[src/rtl/hdb_pkg.sv]
// ----------------------------------------------------------------------------
// hdb_pkg: shared types and constants for the HDLC byte destuff receiver
// Flag/escape bytes, receive modes, event kinds and the result record.
// ----------------------------------------------------------------------------
`default_nettype none

package hdb_pkg;

    // Default frame size limit (payload bytes)
    localparam int unsigned MAX_FRAME_DEF = 4096;

    // Field widths
    localparam int unsigned BYTE_W   = 8;
    localparam int unsigned INDEX_W  = 12;
    localparam int unsigned COUNT_W  = 13;
    localparam int unsigned EVENT_W  = 2;

    // Framing bytes
    localparam logic [BYTE_W-1:0] FLAG_BYTE = 8'h7E;
    localparam logic [BYTE_W-1:0] ESC_BYTE  = 8'h7D;
    localparam logic [BYTE_W-1:0] ESC_XOR   = 8'h20;

    // Largest value a count register can hold
    localparam int unsigned COUNT_MAX = (1 << COUNT_W) - 1;

    // Receive modes
    typedef enum logic [2:0] {
        MODE_UNSYNCED = 3'd0,
        MODE_SYNCED   = 3'd1,
        MODE_INFRAME  = 3'd2,
        MODE_ESCAPE   = 3'd3,
        MODE_DISCARD  = 3'd4
    } rx_mode_t;

    // Event kinds
    typedef enum logic [EVENT_W-1:0] {
        EV_NONE     = 2'd0,
        EV_PAYLOAD  = 2'd1,
        EV_END      = 2'd2,
        EV_OVERFLOW = 2'd3
    } event_t;

    // One result item
    typedef struct packed {
        event_t               event_res;
        logic [BYTE_W-1:0]    payload_byte;
        logic [INDEX_W-1:0]   byte_index;
        logic [COUNT_W-1:0]   frame_length;
    } result_t;

endpackage

`default_nettype wire

[src/rtl/hdb_in_stage.sv]
// ----------------------------------------------------------------------------
// hdb_in_stage: input register of the receiver
// Holds one received byte until the deframer takes it.
// ----------------------------------------------------------------------------
`default_nettype none

module hdb_in_stage (
    input  wire logic                       clk,
    input  wire logic                       rst_n,
    input  wire logic                       s_tvalid,
    output logic                            s_tready,
    input  wire logic [hdb_pkg::BYTE_W-1:0] s_tdata,
    input  wire logic                       out_free,   // output stage can load
    output logic                            step,       // byte moves on this cycle
    output logic [hdb_pkg::BYTE_W-1:0]      rx_byte
);

    logic                       valid_reg;
    logic                       valid_next;
    logic [hdb_pkg::BYTE_W-1:0] byte_reg;

    // Byte leaves when the output side has room
    assign step     = valid_reg && out_free;
    assign s_tready = !valid_reg || step;
    assign rx_byte  = byte_reg;

    always_comb
    begin
        valid_next = valid_reg;
        if (s_tvalid && s_tready)
        begin
            valid_next = 1'b1;
        end
        else if (step)
        begin
            valid_next = 1'b0;
        end
    end

    // Occupancy flag
    always_ff @(posedge clk or negedge rst_n)
    begin
        if (!rst_n)
        begin
            valid_reg <= 1'b0;
        end
        else
        begin
            valid_reg <= valid_next;
        end
    end

    // Byte holding register
    always_ff @(posedge clk)
    begin
        if (s_tvalid && s_tready)
        begin
            byte_reg <= s_tdata;
        end
    end

endmodule

`default_nettype wire

[src/rtl/hdb_deframer.sv]
// ----------------------------------------------------------------------------
// hdb_deframer: receive mode machine and byte counter
// Destuffs one byte per step and builds the result for the output stage.
// ----------------------------------------------------------------------------
`default_nettype none

module hdb_deframer #(
    parameter int unsigned MAX_FRAME = hdb_pkg::MAX_FRAME_DEF
) (
    input  wire logic                        clk,
    input  wire logic                        rst_n,
    input  wire logic                        step,
    input  wire logic [hdb_pkg::BYTE_W-1:0]  rx_byte,
    input  wire logic                        cfg_wr_en,
    input  wire logic [hdb_pkg::COUNT_W-1:0] cfg_wr_data,
    output hdb_pkg::result_t                 result
);

    // Clamp value of the limit, fits the count width
    localparam int unsigned CLAMP_VAL =
        (MAX_FRAME > hdb_pkg::COUNT_MAX) ? hdb_pkg::COUNT_MAX : MAX_FRAME;
    localparam logic [hdb_pkg::COUNT_W-1:0] CLAMP = CLAMP_VAL[hdb_pkg::COUNT_W-1:0];

    hdb_pkg::rx_mode_t           mode_reg;
    hdb_pkg::rx_mode_t           mode_next;
    logic [hdb_pkg::COUNT_W-1:0] count_reg;
    logic [hdb_pkg::COUNT_W-1:0] count_next;
    logic [hdb_pkg::COUNT_W-1:0] max_len_reg;

    logic [hdb_pkg::COUNT_W-1:0] limit;
    logic                        full;
    logic                        is_flag;
    logic                        is_esc;
    logic [hdb_pkg::BYTE_W-1:0]  data_byte;

    // Shared decode
    assign limit     = (max_len_reg > CLAMP) ? CLAMP : max_len_reg;
    assign full      = (count_reg >= limit);
    assign is_flag   = (rx_byte == hdb_pkg::FLAG_BYTE);
    assign is_esc    = (rx_byte == hdb_pkg::ESC_BYTE);
    assign data_byte = (mode_reg == hdb_pkg::MODE_ESCAPE) ? (rx_byte ^ hdb_pkg::ESC_XOR)
                                                          : rx_byte;

    // Next mode
    always_comb
    begin
        mode_next = mode_reg;
        case (mode_reg)
            hdb_pkg::MODE_UNSYNCED:
            begin
                if (is_flag)
                begin
                    mode_next = hdb_pkg::MODE_SYNCED;
                end
            end
            hdb_pkg::MODE_SYNCED, hdb_pkg::MODE_INFRAME:
            begin
                if (is_flag)
                begin
                    // repeated flag keeps synced; closing flag ends the frame
                    mode_next = (mode_reg == hdb_pkg::MODE_INFRAME) ? hdb_pkg::MODE_UNSYNCED
                                                                    : hdb_pkg::MODE_SYNCED;
                end
                else if (is_esc)
                begin
                    mode_next = hdb_pkg::MODE_ESCAPE;
                end
                else
                begin
                    mode_next = full ? hdb_pkg::MODE_DISCARD : hdb_pkg::MODE_INFRAME;
                end
            end
            hdb_pkg::MODE_ESCAPE:
            begin
                mode_next = full ? hdb_pkg::MODE_DISCARD : hdb_pkg::MODE_INFRAME;
            end
            hdb_pkg::MODE_DISCARD:
            begin
                if (is_flag)
                begin
                    mode_next = hdb_pkg::MODE_UNSYNCED;
                end
            end
            default:
            begin
                mode_next = hdb_pkg::MODE_UNSYNCED;
            end
        endcase
    end

    // Result and counter update
    always_comb
    begin
        result.event_res    = hdb_pkg::EV_NONE;
        result.payload_byte = '0;
        result.byte_index   = '0;
        result.frame_length = '0;
        count_next          = count_reg;
        case (mode_reg)
            hdb_pkg::MODE_UNSYNCED, hdb_pkg::MODE_DISCARD:
            begin
                if (is_flag)
                begin
                    count_next = '0;
                end
            end
            hdb_pkg::MODE_SYNCED, hdb_pkg::MODE_INFRAME, hdb_pkg::MODE_ESCAPE:
            begin
                if (mode_reg != hdb_pkg::MODE_ESCAPE && is_flag)
                begin
                    if (mode_reg == hdb_pkg::MODE_INFRAME)
                    begin
                        result.event_res    = hdb_pkg::EV_END;
                        result.frame_length = count_reg;
                        count_next          = '0;
                    end
                end
                else if (mode_reg != hdb_pkg::MODE_ESCAPE && is_esc)
                begin
                    count_next = count_reg;
                end
                else if (full)
                begin
                    result.event_res = hdb_pkg::EV_OVERFLOW;
                end
                else
                begin
                    result.event_res    = hdb_pkg::EV_PAYLOAD;
                    result.payload_byte = data_byte;
                    result.byte_index   = count_reg[hdb_pkg::INDEX_W-1:0];
                    count_next          = count_reg + 1'b1;
                end
            end
            default:
            begin
                count_next = count_reg;
            end
        endcase
    end

    // Mode and count registers
    always_ff @(posedge clk or negedge rst_n)
    begin
        if (!rst_n)
        begin
            mode_reg  <= hdb_pkg::MODE_UNSYNCED;
            count_reg <= '0;
        end
        else if (step)
        begin
            mode_reg  <= mode_next;
            count_reg <= count_next;
        end
    end

    // Length limit register
    always_ff @(posedge clk or negedge rst_n)
    begin
        if (!rst_n)
        begin
            max_len_reg <= hdb_pkg::COUNT_W'(4096);
        end
        else if (cfg_wr_en)
        begin
            max_len_reg <= cfg_wr_data;
        end
    end

endmodule

`default_nettype wire

[src/rtl/hdb_out_stage.sv]
// ----------------------------------------------------------------------------
// hdb_out_stage: result register of the receiver
// Holds one result until the downstream side takes the transfer.
// ----------------------------------------------------------------------------
`default_nettype none

module hdb_out_stage (
    input  wire logic             clk,
    input  wire logic             rst_n,
    input  wire logic             load,
    input  wire hdb_pkg::result_t result,
    output logic                  out_free,
    output logic                  m_tvalid,
    input  wire logic             m_tready,
    output logic [39:0]           m_tdata,
    output logic [1:0]            m_tuser
);

    logic             valid_reg;
    logic             valid_next;
    hdb_pkg::result_t res_reg;

    assign out_free = !valid_reg || m_tready;
    assign m_tvalid = valid_reg;

    // Pack fields, zero pad highest and payload byte lowest
    assign m_tdata = {7'd0, res_reg.frame_length, res_reg.byte_index, res_reg.payload_byte};
    assign m_tuser = res_reg.event_res;

    always_comb
    begin
        valid_next = valid_reg;
        if (load)
        begin
            valid_next = 1'b1;
        end
        else if (m_tready)
        begin
            valid_next = 1'b0;
        end
    end

    // Occupancy flag
    always_ff @(posedge clk or negedge rst_n)
    begin
        if (!rst_n)
        begin
            valid_reg <= 1'b0;
        end
        else
        begin
            valid_reg <= valid_next;
        end
    end

    // Result holding register
    always_ff @(posedge clk)
    begin
        if (load)
        begin
            res_reg <= result;
        end
    end

endmodule

`default_nettype wire

[src/rtl/hdlc_byte_destuff_receiver_top.sv]
// ----------------------------------------------------------------------------
// hdlc_byte_destuff_receiver_top: asynchronous HDLC byte destuffing receiver
// Deframes a flag/escape stuffed byte stream, one byte per transfer.
// ----------------------------------------------------------------------------
// Each input transfer carries one raw byte and produces exactly one output
// transfer: tuser gives the event (0 nothing, 1 payload byte with its index,
// 2 frame end with its length, 3 overflow abort). The block takes one byte
// every clock cycle when the output is not stalled; each byte is held in the
// input register and its result is then registered in the output register.
// cfg_wr_data sets the payload length limit (clamped to MAX_FRAME); the user
// must see it is written only while the block is idle, as it is not enforced.
`default_nettype none

module hdlc_byte_destuff_receiver_top #(
    parameter int unsigned MAX_FRAME = hdb_pkg::MAX_FRAME_DEF
) (
    input  wire logic        clk,
    input  wire logic        rst_n,
    input  wire logic        s_tvalid,
    output logic             s_tready,
    input  wire logic [7:0]  s_tdata,      // [7:0] rx_byte
    output logic             m_tvalid,
    input  wire logic        m_tready,
    output logic [39:0]      m_tdata,      // [7:0] payload_byte, [19:8] byte_index,
                                           // [32:20] frame_length, [39:33] zero
    output logic [1:0]       m_tuser,      // [1:0] event_res
    input  wire logic        cfg_wr_en,
    input  wire logic [12:0] cfg_wr_data   // max_length
);

    logic             step;
    logic             out_free;
    logic [7:0]       rx_byte;
    hdb_pkg::result_t result;

    // Input register
    hdb_in_stage u_in (
        .clk      (clk),
        .rst_n    (rst_n),
        .s_tvalid (s_tvalid),
        .s_tready (s_tready),
        .s_tdata  (s_tdata),
        .out_free (out_free),
        .step     (step),
        .rx_byte  (rx_byte)
    );

    // Mode machine and counter
    hdb_deframer #(
        .MAX_FRAME (MAX_FRAME)
    ) u_deframer (
        .clk         (clk),
        .rst_n       (rst_n),
        .step        (step),
        .rx_byte     (rx_byte),
        .cfg_wr_en   (cfg_wr_en),
        .cfg_wr_data (cfg_wr_data),
        .result      (result)
    );

    // Result register
    hdb_out_stage u_out (
        .clk      (clk),
        .rst_n    (rst_n),
        .load     (step),
        .result   (result),
        .out_free (out_free),
        .m_tvalid (m_tvalid),
        .m_tready (m_tready),
        .m_tdata  (m_tdata),
        .m_tuser  (m_tuser)
    );

endmodule

`default_nettype wire

[config.mk]
export PLATFORM = sky130hd
export DESIGN_NAME = hdlc_byte_destuff_receiver_top
export DESIGN_NICKNAME = d
export VERILOG_FILES = /design/src/rtl/hdb_pkg.sv /design/src/rtl/hdb_in_stage.sv /design/src/rtl/hdb_deframer.sv /design/src/rtl/hdb_out_stage.sv /design/src/rtl/hdlc_byte_destuff_receiver_top.sv
export SDC_FILE = /design/constraint.sdc
export NUM_CORES = 1
export LEC_CHECK = 0
export BUFFER_PORTS_ARGS = -buffer_cell sky130_fd_sc_hd__buf_4
export CAP_MARGIN = 20
export CELL_PAD_IN_SITES_DETAIL_PLACEMENT = 0
export CELL_PAD_IN_SITES_GLOBAL_PLACEMENT = 1
export CORE_MARGIN = 10
export CORE_UTILIZATION = 36
export DETAILED_ROUTE_END_ITERATION = 7
export PLACE_DENSITY = 0.7
export SLEW_MARGIN = 20
export SYNTH_ARGS = -nofsm -noshare
export SYNTH_HDL_FRONTEND = slang
export SYNTH_HIERARCHICAL = 1
export SYNTH_SLANG_ARGS = --single-unit
[constraint.sdc]
create_clock -name clk -period 3.65 [get_ports clk]
set_input_delay 0.73 -clock clk [delete_from_list [all_inputs] [get_ports clk]]
set_output_delay 0.73 -clock clk [all_outputs]
set_load 0.01 [all_outputs]
==> flow_summary.json <==
{
  "drive_above_1_share_pct": 30.2,
  "path_delay_family": "compound AO/OA/AOI/OAI gates",
  "wl_per_cell_um": 15.5,
  "via_per_inst": 4.87,
  "clock-skew-final_ns": 0.0135,
  "yosys.area_share.simple_pct": 18.4,
  "overflow": 0,
  "insertion_delay_ns": 0.35,
  "cts_tree": "yes",
  "final_util_pct": 44.8,
  "post_synth_num_cell_types": 54,
  "synth_fa_ha_area_share_pct": 4.88,
  "hpwl_um": 5670,
  "worstSetupPathType": "reg -> reg",
  "largest_reg_flops": 33,
  "clk_pin_slew_ns": 0.09,
  "yosysSeqAreaShare_pct": 57.7,
  "fin_total_pwr_mw": 1.93,
  "startpoint": "u_deframer/max_len_reg[12]$_DFFE_PN1P_",
  "max_stage_delay_ns": 0.53,
  "required_ns": 3.89,
  "hold_viol": 0,
  "clock_path_buffers": 2,
  "drv_cap": 0,
  "area_growth_pct": 21.5,
  "core-area_sq_um": 9730,
  "nets": 396,
  "grt_pass1_wl_um": 12600,
  "start_kind": "register",
  "synth_area_per_cell_sq_um": 12.1,
  "period_needed_ns": 2.80,
  "htreeDepth": 3,
  "async_flop_share_pct": 41.9,
  "timing.final.crit_share_pct": 76.8,
  "worstPathCellList": "inv_1, nand2_1, ha_1, a211oi_2, o211ai_2, a221oi_4, and2_2, a21oi_1, a221oi_1",
  "start_util_pct": 36.9,
  "layout_setup_ws_ns": 0.847,
  "rsz0062_at_grt": "false",
  "routed-via-count": 2406,
  "cts_sinks": 74,
  "r2r_start": "u_deframer/max_len_reg[12]$_DFFE_PN1P_",
  "wl_um": 7640,
  "numCtsBuffers": 9,
  "synth_xor_area_share_pct": 0.244,
  "cts_root_buf": "clkbuf_8",
  "synth_compound_area_share_pct": 10.8,
  "die-width_um": 120,
  "worst_pin_slew_ns": 0.713,
  "synthFlopType": "edfxtp_1",
  "critPathMaxFanout": 23,
  "grt_max_degree": 37,
  "syn_area_sq_um": 3590,
  "stdcell_count": 494,
  "synth_top_area_share_pct": 36.0,
  "worst-r2r-setup-slack_ns": 0.85,
  "gr-usage-met1_pct": 14.1,
  "yosysTopAreaCell": "edfxtp_1",
  "route.detailed.drc": 0,
  "p_leak_nw": 1.91,
  "antennaDiodeCount": 0,
  "slew_headroom_pct": 52.5,
  "first_pass_iters": 4,
  "power.density_nw_per_um2": 444,
  "placedCellCount": 478,
  "ys_ff_latch": 74,
  "path_depth": 9,
  "place.gp.congestion": 0.777,
  "synth_edf_count": 43,
  "grt_pass1_vias": 2438,
  "cts_resized": 0,
  "portBuffers": 62,
  "pre_cts_ws_ns": 0.780,
  "cp_num_buf_inv": 1,
  "fp.dieH_um": 120,
  "crit_path_end": "u_deframer/mode_reg[1]$_DFFE_PN0P_",
  "grt.total_usage_pct": 10.7,
  "reg2reg_depth": 9,
  "cp.arrival_ns": 3.05,
  "grtUsageMet2_pct": 16.3,
  "setup_tns_ns": 0,
  "synth_top_family_by_area": "simple AND/OR/NAND/NOR gates",
  "status": "completed",
  "ant_nets": 0,
  "netlist_instances": 296,
  "cts_hold_buffers": 0,
  "slew_viol_final": 0,
  "synth_area_leaders": "edfxtp_1, dfrtp_1, ha_1",
  "cts_post_setup_buffers_inserted": 0,
  "num_rows": 36,
  "antenna_found_initial": 0,
  "drt_iter0_drc": 112,
  "hold_class": "in -> async",
  "io_pins": 70,
  "ys_warn_count": 6,
  "fmax_mhz": 357,
  "cp_slowest_cell": "dfstp_2",
  "worst_setup_path_end_kind": "register",
  "setup_viol": 0,
  "peakVddDrop_mv": 0.222,
  "reg2reg_to": "u_deframer/mode_reg[1]$_DFFE_PN0P_",
  "grt.busiest_layer": "met2",
  "die_area_sq_um": 14400,
  "synth_mux_area_share_pct": 4.05,
  "met3_usage_pct": 3.70
}
routing by layer:
metal | part of all wire [%] | up-vias
met3 | 6.2 | 7
met1 | 48 | 1132
met5 | 0 | -
li1 | - | 1193
met4 | 1.2 | 0
met2 | 45 | 74
metrics by stage:
step | cell area, sq um | hold WS (ns)
after floorplan | 3610 | 0.434
final | 4360 | 0.305
after global routing | 4360 | 0.311
after detailed placement | 4140 | 0.501
after CTS | 4340 | 0.310
after global placement | 4140 | 0.491
Yosys cell counts (all sizes together) (2+ instances only):
cell / n
a211oi: 2
a21oi: 10
a221oi: 2
and2: 18
and3: 23
and4: 3
buf: 12
clkbuf: 8
dfrtp: 30
edfxtp: 43
ha: 14
inv: 7
mux2: 12
nand2: 26
nand2b: 9
nand3: 3
nand4: 5
nor2: 15
nor2b: 2
nor3: 2
o21a: 2
o21ai: 17
o31ai: 12
or2: 2
area by class of cell:
type,instances,area (sq um)
clock buffers,9,124
clock inverters,7,75.1
fillers,953,5370
inverters,7,26.3
multi-input cells,201,1420
flip-flops and latches,74,2070
well taps,133,166
repair buffers,63,473
layout by cell type, fill, tap and decap left out, drive strengths merged, types with 2 or more instances in the layout:
cell,Yosys,routed
buf,12,63
edfxtp,43,43
dfrtp,30,30
nand2,26,26
and3,23,23
and2,18,18
o21ai,17,17
nor2,15,15
ha,14,14
mux2,12,12
o31ai,12,12
a21oi,10,10
inv,7,10
clkbuf,8,9
nand2b,9,9
conb,1,7
nand4,5,5
and4,3,3
nand3,3,3
clkinv,0,3
nor2b,2,2
o21a,2,2
a211oi,2,2
a221oi,2,2
nor3,2,2
or2,2,2
power breakdown:
part / internal, mW / leakage (nW) / switching (mW)
registers: 0.961 / 0.826 / 0.0530
logic: 0.125 / 0.984 / 0.149
clock network: 0.322 / 0.104 / 0.324
total: 1.41 / 1.91 / 0.526
worst min path at each step:
| stage | cells past startpoint | start | slack, ns | end |
|---|---|---|---|---|
| after floorplan | 0 | rst_n | 0.43 | u_deframer/count_reg[0]$_DFFE_PN0P_ |
| after CTS | 1 | rst_n | 0.31 | u_deframer/max_len_reg[6]$_DFFE_PN0P_ |
| after global routing | 1 | rst_n | 0.31 | u_deframer/max_len_reg[6]$_DFFE_PN0P_ |
| final | 1 | rst_n | 0.30 | u_deframer/max_len_reg[6]$_DFFE_PN0P_ |
| after global placement | 1 | u_deframer/max_len_reg[9]$_DFFE_PN0P_ | 0.49 | u_deframer/max_len_reg[9]$_DFFE_PN0P_ |
| after detailed placement | 1 | u_deframer/max_len_reg[0]$_DFFE_PN0P_ | 0.50 | u_deframer/max_len_reg[0]$_DFFE_PN0P_ |
kinds of logic after synthesis:
logic type,after synthesis
simple gates,112
flops,74
compound gates,54
buf+inv,27
fa+ha+maj,14
mux,13
other cells,1
xor+xnor,1
worst reg2reg max path, stage by stage, from the launching register on:
cell      delay, ns
dfstp_2        0.53
inv_1          0.16
nand2_1        0.15
ha_1           0.26
a211oi_2       0.25
o211ai_2       0.15
a221oi_4       0.39
and2_2         0.46
a21oi_1        0.12
a221oi_1       0.24
Power figures use the tool's default switching activity.
